--- src/hw/rtl/ubxp_pkg.sv ---
// Shared types and constants for the UBX frame parser unit.
// No dependencies; used by the core, the top level and the checker.
package ubxp_pkg;

    typedef enum logic [3:0] {
        PH_SYNC1   = 4'd0,
        PH_SYNC2   = 4'd1,
        PH_CLASS   = 4'd2,
        PH_IDENT   = 4'd3,
        PH_LEN_LO  = 4'd4,
        PH_LEN_HI  = 4'd5,
        PH_PAYLOAD = 4'd6,
        PH_CK_A    = 4'd7,
        PH_CK_B    = 4'd8
    } phase_t;

    localparam logic [1:0] KIND_PAYLOAD  = 2'd0;
    localparam logic [1:0] KIND_COMPLETE = 2'd1;
    localparam logic [1:0] KIND_OVERSIZE = 2'd2;

    localparam logic [1:0] REG_SYNC_FIRST  = 2'd0;
    localparam logic [1:0] REG_SYNC_SECOND = 2'd1;

    localparam logic [7:0] SYNC_FIRST_RESET  = 8'hB5;
    localparam logic [7:0] SYNC_SECOND_RESET = 8'h62;

    typedef struct packed {
        logic [1:0]  kind;
        logic [7:0]  value;
        logic [9:0]  position;
        logic [7:0]  frame_class;
        logic [7:0]  frame_ident;
        logic [15:0] frame_length;
        logic        checksum_ok;
    } result_t;

endpackage

--- src/hw/rtl/ubxp_core.sv ---
// Frame parser state machine: sync hunt, header capture, Fletcher-8 sum.
// Depends on ubxp_pkg; instantiated by ubx_frame_parser_unit.
module ubxp_core #(
    parameter int MAX_PAYLOAD = 1024
) (
    input  logic              clk,
    input  logic              rst_n,
    input  logic              step,
    input  logic [7:0]        rx_byte,
    input  logic [7:0]        sync_first,
    input  logic [7:0]        sync_second,
    output logic              res_valid,
    output ubxp_pkg::result_t res
);

    localparam int CW = $clog2(MAX_PAYLOAD + 1);

    ubxp_pkg::phase_t phase_reg, phase_next;
    logic [7:0]    class_reg, class_next;
    logic [7:0]    ident_reg, ident_next;
    logic [15:0]   length_reg, length_next;
    logic [CW-1:0] cnt_reg, cnt_next;
    logic [7:0]    sum_a_reg, sum_a_next;
    logic [7:0]    sum_b_reg, sum_b_next;
    logic [7:0]    rcv_a_reg, rcv_a_next;

    logic [7:0]    add_a;
    logic [7:0]    add_b;
    logic [15:0]   len_full;
    logic [CW-1:0] cnt_inc;
    logic [15:0]   pos16;

    assign add_a    = sum_a_reg + rx_byte;
    assign add_b    = sum_b_reg + add_a;
    assign len_full = {rx_byte, length_reg[7:0]};
    assign cnt_inc  = cnt_reg + 1'b1;
    assign pos16    = 16'(cnt_reg);

    always_ff @(posedge clk or negedge rst_n)
    begin
        if (!rst_n)
        begin
            phase_reg  <= ubxp_pkg::PH_SYNC1;
            class_reg  <= '0;
            ident_reg  <= '0;
            length_reg <= '0;
            cnt_reg    <= '0;
            sum_a_reg  <= '0;
            sum_b_reg  <= '0;
            rcv_a_reg  <= '0;
        end
        else if (step)
        begin
            phase_reg  <= phase_next;
            class_reg  <= class_next;
            ident_reg  <= ident_next;
            length_reg <= length_next;
            cnt_reg    <= cnt_next;
            sum_a_reg  <= sum_a_next;
            sum_b_reg  <= sum_b_next;
            rcv_a_reg  <= rcv_a_next;
        end
    end

    always_comb
    begin
        phase_next  = phase_reg;
        class_next  = class_reg;
        ident_next  = ident_reg;
        length_next = length_reg;
        cnt_next    = cnt_reg;
        sum_a_next  = sum_a_reg;
        sum_b_next  = sum_b_reg;
        rcv_a_next  = rcv_a_reg;

        res_valid        = 1'b0;
        res.kind         = ubxp_pkg::KIND_PAYLOAD;
        res.value        = '0;
        res.position     = '0;
        res.frame_class  = class_reg;
        res.frame_ident  = ident_reg;
        res.frame_length = length_reg;
        res.checksum_ok  = 1'b0;

        case (phase_reg)
            ubxp_pkg::PH_SYNC1:
            begin
                if (rx_byte == sync_first)
                    phase_next = ubxp_pkg::PH_SYNC2;
            end
            ubxp_pkg::PH_SYNC2:
            begin
                // second-sync match wins when both registers hold the same value
                if (rx_byte == sync_second)
                begin
                    sum_a_next = '0;
                    sum_b_next = '0;
                    phase_next = ubxp_pkg::PH_CLASS;
                end
                else if (rx_byte != sync_first)
                    phase_next = ubxp_pkg::PH_SYNC1;
            end
            ubxp_pkg::PH_CLASS:
            begin
                class_next = rx_byte;
                sum_a_next = add_a;
                sum_b_next = add_b;
                phase_next = ubxp_pkg::PH_IDENT;
            end
            ubxp_pkg::PH_IDENT:
            begin
                ident_next = rx_byte;
                sum_a_next = add_a;
                sum_b_next = add_b;
                phase_next = ubxp_pkg::PH_LEN_LO;
            end
            ubxp_pkg::PH_LEN_LO:
            begin
                length_next = {8'd0, rx_byte};
                sum_a_next  = add_a;
                sum_b_next  = add_b;
                phase_next  = ubxp_pkg::PH_LEN_HI;
            end
            ubxp_pkg::PH_LEN_HI:
            begin
                length_next = len_full;
                cnt_next    = '0;
                if (17'(len_full) > 17'(MAX_PAYLOAD))
                begin
                    res_valid        = 1'b1;
                    res.kind         = ubxp_pkg::KIND_OVERSIZE;
                    res.frame_length = len_full;
                    sum_a_next       = '0;
                    sum_b_next       = '0;
                    phase_next       = ubxp_pkg::PH_SYNC1;
                end
                else
                begin
                    sum_a_next = add_a;
                    sum_b_next = add_b;
                    phase_next = (len_full == 16'd0) ? ubxp_pkg::PH_CK_A
                                                     : ubxp_pkg::PH_PAYLOAD;
                end
            end
            ubxp_pkg::PH_PAYLOAD:
            begin
                sum_a_next   = add_a;
                sum_b_next   = add_b;
                res_valid    = 1'b1;
                res.kind     = ubxp_pkg::KIND_PAYLOAD;
                res.value    = rx_byte;
                res.position = pos16[9:0];
                cnt_next     = cnt_inc;
                if (17'(cnt_inc) >= 17'(length_reg))
                    phase_next = ubxp_pkg::PH_CK_A;
            end
            ubxp_pkg::PH_CK_A:
            begin
                rcv_a_next = rx_byte;
                phase_next = ubxp_pkg::PH_CK_B;
            end
            ubxp_pkg::PH_CK_B:
            begin
                res_valid       = 1'b1;
                res.kind        = ubxp_pkg::KIND_COMPLETE;
                res.checksum_ok = (rcv_a_reg == sum_a_reg) && (rx_byte == sum_b_reg);
                cnt_next        = '0;
                sum_a_next      = '0;
                sum_b_next      = '0;
                phase_next      = ubxp_pkg::PH_SYNC1;
            end
            default:
            begin
                cnt_next   = '0;
                sum_a_next = '0;
                sum_b_next = '0;
                phase_next = ubxp_pkg::PH_SYNC1;
            end
        endcase
    end

endmodule

--- src/hw/rtl/ubx_frame_parser_unit.sv ---
// Top level of the UBX frame parser: config registers, core, output skid pair.
// Depends on ubxp_pkg and ubxp_core.
//
//  channel  | handshake            | payload
//  ---------+----------------------+-------------------------------------------
//  input    | in_valid / in_stall  | rx_byte
//  output   | out_valid / out_stall| result_kind, payload_value, payload_position,
//           |                      | frame_class, frame_ident, frame_length,
//           |                      | checksum_ok
//  config   | cfg_we               | cfg_index, cfg_data
//
// One byte per cycle while in_stall is low, set by the state update in ubxp_core
// (8-bit adds): each transaction is parsed in the cycle it is accepted, and its
// result (if any) enters the output register, or the skid register on a stall.
// Reset (rst_n low, asynchronous) returns the parser to the sync hunt and restores
// the standard sync bytes 0xB5 / 0x62.
// A stalled output keeps its transaction; one more result goes to the skid
// register, and in_stall rises only once that skid register is full.
module ubx_frame_parser_unit #(
    parameter int MAX_PAYLOAD = 1024
) (
    input  logic        clk,
    input  logic        rst_n,
    // byte input
    input  logic        in_valid,
    output logic        in_stall,
    input  logic [7:0]  rx_byte,
    // result output
    output logic        out_valid,
    input  logic        out_stall,
    output logic [1:0]  result_kind,
    output logic [7:0]  payload_value,
    output logic [9:0]  payload_position,
    output logic [7:0]  frame_class,
    output logic [7:0]  frame_ident,
    output logic [15:0] frame_length,
    output logic        checksum_ok,
    // configuration writes
    input  logic        cfg_we,
    input  logic [1:0]  cfg_index,
    input  logic [7:0]  cfg_data
);

    logic [7:0] sync_first_reg;
    logic [7:0] sync_second_reg;

    logic              in_take;
    logic              core_valid;
    ubxp_pkg::result_t core_res;

    logic              out_valid_reg, out_valid_next;
    ubxp_pkg::result_t out_reg, out_next;
    logic              skid_valid_reg, skid_valid_next;
    ubxp_pkg::result_t skid_reg, skid_next;
    logic              out_free;
    logic              new_res;

    // Sync byte registers; writes beyond the list are dropped.
    always_ff @(posedge clk or negedge rst_n)
    begin
        if (!rst_n)
        begin
            sync_first_reg  <= ubxp_pkg::SYNC_FIRST_RESET;
            sync_second_reg <= ubxp_pkg::SYNC_SECOND_RESET;
        end
        else if (cfg_we)
        begin
            case (cfg_index)
                ubxp_pkg::REG_SYNC_FIRST:  sync_first_reg  <= cfg_data;
                ubxp_pkg::REG_SYNC_SECOND: sync_second_reg <= cfg_data;
                default:                   ;
            endcase
        end
    end

    // Stall only when the skid slot is occupied: that is the sole case in which
    // a result from the next byte would have nowhere to go.
    assign in_stall = skid_valid_reg;
    assign in_take  = in_valid && !in_stall;

    ubxp_core #(
        .MAX_PAYLOAD (MAX_PAYLOAD)
    ) u_core (
        .clk         (clk),
        .rst_n       (rst_n),
        .step        (in_take),
        .rx_byte     (rx_byte),
        .sync_first  (sync_first_reg),
        .sync_second (sync_second_reg),
        .res_valid   (core_valid),
        .res         (core_res)
    );

    assign new_res  = in_take && core_valid;
    // output register empties this cycle or is already empty
    assign out_free = !out_valid_reg || !out_stall;

    always_comb
    begin
        out_valid_next  = out_valid_reg;
        out_next        = out_reg;
        skid_valid_next = skid_valid_reg;
        skid_next       = skid_reg;
        if (out_free)
        begin
            if (skid_valid_reg)
            begin
                // older result first; a new one cannot arrive while skid is full
                out_valid_next  = 1'b1;
                out_next        = skid_reg;
                skid_valid_next = 1'b0;
            end
            else
            begin
                out_valid_next = new_res;
                out_next       = core_res;
            end
        end
        else if (new_res)
        begin
            skid_valid_next = 1'b1;
            skid_next       = core_res;
        end
    end

    always_ff @(posedge clk or negedge rst_n)
    begin
        if (!rst_n)
        begin
            out_valid_reg  <= 1'b0;
            skid_valid_reg <= 1'b0;
        end
        else
        begin
            out_valid_reg  <= out_valid_next;
            skid_valid_reg <= skid_valid_next;
        end
    end

    always_ff @(posedge clk)
    begin
        out_reg  <= out_next;
        skid_reg <= skid_next;
    end

    assign out_valid        = out_valid_reg;
    assign result_kind      = out_reg.kind;
    assign payload_value    = out_reg.value;
    assign payload_position = out_reg.position;
    assign frame_class      = out_reg.frame_class;
    assign frame_ident      = out_reg.frame_ident;
    assign frame_length     = out_reg.frame_length;
    assign checksum_ok      = out_reg.checksum_ok;

endmodule

--- config.mk ---
export PLATFORM = sky130hd
export DESIGN_NAME = ubx_frame_parser_unit
export DESIGN_NICKNAME = d
export VERILOG_FILES = /design/src/hw/rtl/ubxp_pkg.sv /design/src/hw/rtl/ubxp_core.sv /design/src/hw/rtl/ubx_frame_parser_unit.sv
export SDC_FILE = /design/constraint.sdc
export NUM_CORES = 1
export LEC_CHECK = 0
export BUFFER_PORTS_ARGS = -buffer_cell sky130_fd_sc_hd__buf_2
export CAP_MARGIN = 10
export CORE_ASPECT_RATIO = 1.2
export CORE_MARGIN = 2
export CORE_UTILIZATION = 60
export CTS_CLUSTER_DIAMETER = 60
export CTS_CLUSTER_SIZE = 14
export DETAILED_ROUTE_END_ITERATION = 16
export PLACE_DENSITY = 0.8
export SYNTH_ARGS = -nofsm -noshare
export SYNTH_HDL_FRONTEND = slang
export SYNTH_HIERARCHICAL = 1
export SYNTH_SLANG_ARGS = --single-unit
--- constraint.sdc ---
create_clock -name clk -period 7 [get_ports clk]
set_clock_uncertainty 0.15 [all_clocks]
set_input_delay 0.35 -clock clk [delete_from_list [all_inputs] [get_ports clk]]
set_output_delay 0.35 -clock clk [all_outputs]
set_load 0.01 [all_outputs]
# Yosys cells after proc, flatten, opt, wreduce, memory -nomap -nowiden
# Cells that the tools add are included.
op_classes:
  add_sub_neg: 3
  n_mul: 0
  div_mod_pow: 0
  n_lt_le_gt_ge: 2
  n_eq_ne: 18
  shift: 0
  mux: 26
  bitwise_logic: 4
  reduce_logical: 27
ops:
  columns: ["cell", "n"]
  rows:
  - ["one-hot mux 8 bit (4 select lines)", 2]
  - ["2-to-1 mux 53 bit", 1]
  - ["== test 8 bit", 4]
  - ["2-to-1 mux 16 bit", 2]
  - ["one-hot mux 16 bit (2 select lines)", 1]
  - ["one-hot mux 4 bit (8 select lines)", 1]
  - ["2-to-1 mux 8 bit", 3]
  - ["one-hot mux 11 bit (2 select lines)", 1]
  - ["2-to-1 mux 4 bit", 5]
  - ["2-to-1 mux 18 bit", 1]
  - ["adder 8 bit", 2]
  - ["== test 4 x 3 -> 1 bit, second input constant", 4]
  - [">= comparator 11 x 16 -> 1 bit", 1]
  - ["greater-than comparator 16 x 11 -> 1 bit, second input constant", 1]
  - ["zero test 16 bit", 1]
  - ["AND reduction 2 bit", 8]
  - ["adder 11 x 1 -> 11 bit, second input constant", 1]
  - ["== test 4 x 2 -> 1 bit, second input constant", 2]
  - ["inequality test 8 bit", 1]
  - ["2-to-1 mux 1 bit", 6]
  - ["inequality test 2 x 1 -> 1 bit, second input constant", 3]
  - ["AND reduction 3 bit", 2]
  - ["OR reduction 6 bit", 1]
  - ["== test 4 x 1 -> 1 bit, second input constant", 1]
  - ["16 further kinds", 25]
word_totals:
  register_bits: 195
  latch_bits: 0
  ramBits: 0
  rom_bits: 0
  elab_cells: 107
  mem_count: 0

# Longest topological paths before layout
depth:
  ltp_word: 6
  depth_mapped: 16
  mapped_depth_nobuf: 16

# Modules after synthesis
# Netlist, hierarchy kept.
modules_own_cells:
  columns: ["module", "n_inst", "cells_per_inst", "area_each_um2", "seq_area_each_um2"]
  rows:
  - ["ubxp_core", 1, 514, 4753.3, 1776.7]
  - ["ubx_frame_parser_unit", 1, 207, 4524.3, 3643.5]

# Worst setup path after synthesis
# Ideal clock, no wire load.
synth_path:
  path_type: "reg-to-reg"
  from: "register u_core.phase_reg[3]"
  to: "register skid_reg[0] (netlist name) (enable)"
  setup_time_ns: 0.415
  arrival_ns: 2.792
  required_ns: 6.435
  slack_ns: 3.643
  stages_incl_launch_ff: 9
  synth_period_minus_slack_ns: 3.357
  path_cell_list: "dfrtp_1 > buf_6 > and2b_4 > and2_1 > clkbuf_1 > o21ai_0 > buf_2 > nand3_1 > and4_1"
synth_via:
  elab_chain_len: 5
  elab_cells_between_ends: 7
  cone_classes: "eq/ne: 3; mux: 1; reduce/logical: 3"
synth_lines:
  columns: ["item", "line_no", "text"]
  rows:
  - ["start, declared", "ubxp_core.sv:18", "ubxp_pkg::phase_t phase_reg, phase_next;"]
  - ["start signal, assigned", "ubxp_core.sv:43", "phase_reg <= ubxp_pkg::PH_SYNC1;"]
  - ["start signal, assigned", "ubxp_core.sv:54", "phase_reg <= phase_next;"]
  - ["== test 4 x 3 -> 1 bit / == test 4 bit (equally long branches)", "ubxp_core.sv:85", "case (phase_reg)"]
  - ["OR reduction 2 bit (no line)", null, null]
  - ["one-hot mux 1 bit (2 select lines) *", "ubxp_core.sv:85", null]
  - ["net core_valid", "ubx_frame_parser_unit.sv:48", "logic core_valid;"]
  - ["logical AND 1 bit *", "ubx_frame_parser_unit.sv:94", "assign new_res = in_take && core_valid;"]
  - ["AND reduction 2 bit (no line) *", null, null]
  - ["end signal, assigned", "ubx_frame_parser_unit.sv:143", "skid_reg <= skid_next;"]
  - ["end, declared", "ubx_frame_parser_unit.sv:54", "ubxp_pkg::result_t skid_reg, skid_next;"]
# Mark *: on every way through the listed nets, which the timed path passes. The rest lies on a longest branch.
# A chain may end at the register's enable or synchronous reset.

# Worst setup path after layout
layout_path:
  from: "register u_core.cnt_reg[0]"
  to: "register u_core.phase_reg[0]"
layout_via:
  elab_chain_len: 4
layout_lines:
  columns: ["item", "line_no", "text"]
  rows:
  - ["start, declared", "ubxp_core.sv:22", "logic [CW-1:0] cnt_reg, cnt_next;"]
  - ["start signal, assigned", "ubxp_core.sv:58", "cnt_reg <= cnt_next;"]
  - ["adder 11 x 1 -> 11 bit", "ubxp_core.sv:36", "assign cnt_inc = cnt_reg + 1'b1;"]
  - [">= comparator 11 x 16 -> 1 bit", "ubxp_core.sv:154", "if (17'(cnt_inc) >= 17'(length_reg))"]
  - ["inequality test 2 x 1 -> 1 bit (no line)", null, null]
  - ["AND reduction 4 bit (no line)", null, null]
# Every way passes these cells.

==> flow_results.xml <==
<?xml version="1.0" encoding="UTF-8"?>
<metrics>
  <group name="power_and_ir_drop">
    <metric name="combinational_share_of_power" unit="%">29.0</metric>
    <metric name="power_density" unit="nW/um2">365</metric>
    <metric name="internal_power" unit="W">0.00255</metric>
    <metric name="power_switching" unit="W">0.00123</metric>
    <metric name="max-vdd-ir-drop" unit="mV">0.214</metric>
    <metric name="pwr-share-clk" unit="%">26.1</metric>
    <metric name="netSwitchingFraction" unit="%">32.5</metric>
    <metric name="leakagePower" unit="nW">4.64</metric>
    <metric name="seq_power_share" unit="%">44.9</metric>
  </group>
  <group name="grt">
    <metric name="grt_pass1_vias" unit="">6057</metric>
    <metric name="wire_length_of_the_first_global_routing_pass" unit="um">30600</metric>
    <metric name="grt_antenna_before_repair" unit="">0</metric>
    <metric name="grt_start_max_net_pins" unit="">57</metric>
    <metric name="grt.overflow.total" unit="">0</metric>
    <metric name="grt_usage" unit="%">23.8</metric>
  </group>
  <group name="timing">
    <metric name="final-max-slew-violation-count" unit="">0</metric>
    <metric name="maxClockFrequency" unit="MHz">279</metric>
    <metric name="fin_crit_sh" unit="%">51.3</metric>
    <metric name="timing.final.crit_period" unit="ns">3.59</metric>
    <metric name="tightest_slew" unit="ns">1.12</metric>
    <metric name="fin_tns_setup" unit="ns">0</metric>
    <metric name="hold_viol" unit="">0</metric>
    <metric name="rsz0062_at_grt" unit="">no</metric>
    <metric name="setup_viol" unit="">0</metric>
    <metric name="timing.max_slew.rel_slack" unit="%">25.1</metric>
  </group>
  <group name="routing">
    <metric name="number_of_detailed_route_iterations_in_the_first_pass" unit="">5</metric>
    <metric name="detail_route.drc_violations" unit="">0</metric>
    <metric name="route.antenna.remaining_nets" unit="">0</metric>
    <metric name="drtIter0Drc" unit="">497</metric>
    <metric name="detail_route.wl_per_cell" unit="um">18.5</metric>
    <metric name="drt-total-wl" unit="um">18500</metric>
    <metric name="num_vias" unit="">5971</metric>
    <metric name="post_drt_via_cell_ratio" unit="">5.96</metric>
  </group>
  <group name="finish">
    <metric name="fin_nets" unit="">836</metric>
    <metric name="layout.filler_cells" unit="">1092</metric>
    <metric name="insertedDiodeCount" unit="">0</metric>
    <metric name="sequential_cell_area" unit="um2">5420</metric>
    <metric name="largest_reg_flops" unit="">53</metric>
    <metric name="drive_gt1_share" unit="%">29.7</metric>
    <metric name="area_delta_synth_final" unit="%">11.6</metric>
    <metric name="final_cell_count_no_fill" unit="">1002</metric>
    <metric name="layout.core_utilization" unit="%">68.7</metric>
    <metric name="multiInputGateArea" unit="um2">3510</metric>
  </group>
  <group name="worst_hold_path">
    <metric name="hold_class" unit="">input port to flop</metric>
    <metric name="min-delay-start" unit="">cfg_data[3]</metric>
  </group>
  <group name="critical_path">
    <metric name="worstSetupStartpointType" unit="">flop</metric>
    <metric name="critPathRequiredTime" unit="ns">7.17</metric>
    <metric name="crit_path_max_fanout" unit="">6</metric>
    <metric name="worst-setup-path-type" unit="">flop to flop</metric>
    <metric name="arrival" unit="ns">3.76</metric>
    <metric name="origin_of_the_worst_setup_path" unit="">u_core/cnt_reg[0]</metric>
    <metric name="end_kind" unit="">flop</metric>
    <metric name="reg2reg_launch_point" unit="">u_core/cnt_reg[0]</metric>
  </group>
  <group name="logic_synthesis">
    <metric name="synth.top_cells.by_area" unit="">sky130_fd_sc_hd__edfxtp_1, sky130_fd_sc_hd__dfrtp_1, sky130_fd_sc_hd__mux2_2</metric>
    <metric name="post_synthesis_average_cell_area" unit="um2">12.9</metric>
    <metric name="netlist.top_cell.by_area" unit="">sky130_fd_sc_hd__edfxtp_1</metric>
    <metric name="yosys.cell_types.count" unit="">66</metric>
    <metric name="ys_seq_elements" unit="">195</metric>
    <metric name="synth.net_count" unit="">772</metric>
    <metric name="share_of_flip_flops_with_an_asynchronous_set_or_reset" unit="%">45.6</metric>
    <metric name="cell_area_after_technology_mapping" unit="um2">9280</metric>
    <metric name="synth-edff-count" unit="">106</metric>
    <metric name="share_of_the_synthesized_area_in_the_top_cell_type" unit="%">34.3</metric>
    <metric name="synth-seq-area-share" unit="%">58.4</metric>
    <metric name="yosys_most_used_dff" unit="">sky130_fd_sc_hd__edfxtp_1</metric>
    <metric name="yosys_warnings" unit="">6</metric>
    <metric name="synthesized_instance_count" unit="">721</metric>
  </group>
  <group name="die">
    <metric name="design.die.area" unit="um2">16500</metric>
    <metric name="die_y" unit="um">140</metric>
    <metric name="initial_utilization" unit="%">61.5</metric>
    <metric name="floorplan.die.width" unit="um">118</metric>
    <metric name="area_of_the_placeable_core" unit="um2">15100</metric>
    <metric name="num_io_pins" unit="">78</metric>
    <metric name="placementRows" unit="">49</metric>
  </group>
  <group name="clock_network">
    <metric name="post_cts.repair.setup_buffers" unit="">0</metric>
    <metric name="tritoncts.num_buffers" unit="">17</metric>
    <metric name="cts_hold_buf" unit="">2</metric>
    <metric name="postCtsResizedCells" unit="">0</metric>
    <metric name="cts.htree.levels" unit="">4</metric>
    <metric name="cts.sink_count" unit="">195</metric>
    <metric name="insertion_delay" unit="ns">0.43</metric>
    <metric name="clockBufferDepth" unit="">2</metric>
    <metric name="root_buffer_cell" unit="">sky130_fd_sc_hd__clkbuf_16</metric>
    <metric name="clock_tree_from_tritoncts" unit="">done</metric>
    <metric name="cts_clk_pin_slew_worst_paths" unit="ns">0.07</metric>
  </group>
  <group name="run">
    <metric name="cap_viol_max_count" unit="">0</metric>
  </group>
  <group name="place">
    <metric name="place.detailed.hpwl" unit="um">12700</metric>
    <metric name="placedCellCount" unit="">966</metric>
    <metric name="gp_routability_congestion" unit="">0.953</metric>
    <metric name="port_buffers" unit="">77</metric>
  </group>
  <group name="status">
    <metric name="outcome" unit="">complete, no violations</metric>
  </group>
</metrics>
[synth_stat cells (4+ instances only)]
master	instances
sky130_fd_sc_hd__o41ai_1	4
sky130_fd_sc_hd__nand2_1	69
sky130_fd_sc_hd__mux2_2	95
sky130_fd_sc_hd__or3_1	6
sky130_fd_sc_hd__dfrtp_1	81
sky130_fd_sc_hd__o21ai_0	50
sky130_fd_sc_hd__buf_4	16
sky130_fd_sc_hd__buf_2	9
sky130_fd_sc_hd__o31ai_1	8
sky130_fd_sc_hd__ha_1	26
sky130_fd_sc_hd__nor2b_1	7
sky130_fd_sc_hd__nor2_1	22
sky130_fd_sc_hd__a22o_1	5
sky130_fd_sc_hd__inv_1	25
sky130_fd_sc_hd__o211ai_1	5
sky130_fd_sc_hd__clkbuf_1	12
sky130_fd_sc_hd__xor2_1	24
sky130_fd_sc_hd__a21oi_1	6
sky130_fd_sc_hd__edfxtp_1	106
sky130_fd_sc_hd__nand4_1	6
sky130_fd_sc_hd__nor3_1	10
sky130_fd_sc_hd__nand3_1	14
sky130_fd_sc_hd__dfstp_2	8
sky130_fd_sc_hd__xnor2_1	26
sky130_fd_sc_hd__a21o_1	5
sky130_fd_sc_hd__and3_1	20
[through the flow]
step | area (um2) | worst slack, ns | hold WS (ns) | power, W
floorplan | 9280 | 3.64 | -0.0956 | 0.00248
global placement | 9710 | 3.48 | 0.187 | 0.00274
detailed placement | 9710 | 3.34 | 0.193 | 0.00280
CTS | 10300 | 3.34 | 0.00464 | 0.00379
global route | 10400 | 3.18 | 0.0137 | 0.00398
finish | 10400 | 3.41 | 0.0144 | 0.00378
[power groups by stage]
stage          Sequential [W]  Combinational [W]  Clock, W
2_1_floorplan         0.00173           0.000752         0
3_3_place_gp          0.00170            0.00104         0
5_1_grt               0.00172            0.00121   0.00105
6_report              0.00169            0.00110  0.000987
3_5_place_dp          0.00172            0.00108         0
4_1_cts               0.00170            0.00109   0.00101
[cell usage in the layout, fill, tap and decap left out, drive strengths merged, types with 6 or more instances in the layout]
cell type,n
nor3,10
xor2,24
a22o,6
and3,21
o31ai,9
nand2,71
ha,26
buf,83
edfxtp,106
nand3,14
o21ai,52
or3,6
a21oi,6
inv,29
nor2b,8
mux2,96
clkbuf,18
dfrtp,81
xnor2,26
dfstp,8
nand4,6
nor2,22
[layer usage]
| layer | GRT usage, % | wire (um) | up-vias |
|---|---|---|---|
| li1 | - | - | 2749 |
| met1 | 29.4 | 7370 | 2953 |
| met5 | 0 | 0 | - |
| met2 | 40.9 | 9610 | 213 |
| met4 | 11.9 | 706 | 0 |
| met3 | 3.66 | 859 | 56 |
[cells by family after synthesis]
group / after synthesis / synth area share [%]
flip-flops: 195 / 58.4
multiplexers: 97 / 11.8
AND/OR/NAND/NOR: 178 / 9.90
XOR/XNOR: 50 / 4.72
adder cells (fa/ha/maj): 28 / 3.94
buffers and inverters: 66 / 3.79
AO/OA/AOI/OAI: 107 / 7.47
[worst max-delay path: stages, from the launching register on]
cell,delay [ns]
sky130_fd_sc_hd__dfrtp_1,0.42
sky130_fd_sc_hd__ha_1,0.26
sky130_fd_sc_hd__nand3_1,0.15
sky130_fd_sc_hd__nor2_1,0.28
sky130_fd_sc_hd__and3_1,0.30
sky130_fd_sc_hd__nand3_1,0.13
sky130_fd_sc_hd__xnor2_1,0.23
sky130_fd_sc_hd__ha_1,0.29
sky130_fd_sc_hd__a21o_1,0.17
sky130_fd_sc_hd__a2111oi_0,0.38
sky130_fd_sc_hd__o31a_2,0.28
sky130_fd_sc_hd__nor3_1,0.09
sky130_fd_sc_hd__mux2_1,0.33
[path summary, 6_finish.rpt]
path	end	slack, ns	cells after the start
worst max register to register	u_core/phase_reg[0]	3.41	12
worst max-delay path	u_core/phase_reg[0]	3.41	12
worst min register to register	skid_reg[21]	0.33	0
worst min-delay path	sync_first_reg[3]	0.01	2
max in group asynchronous	u_core/ident_reg[3]	5.39	3
min in group asynchronous	u_core/sum_b_reg[5]	0.26	2
[layout make-up]
| cell class | instances | area share, % |
|---|---|---|
| multi-input cells | 460 | 33.9 |
| clock inverters | 15 | 1.74 |
| inverters | 25 | 0.906 |
| well taps | 204 | 2.46 |
| repair buffers | 86 | 4.54 |
| flip-flops and latches | 195 | 52.3 |
| clock buffers | 17 | 4.11 |
(Power assumes the default switching activity.)
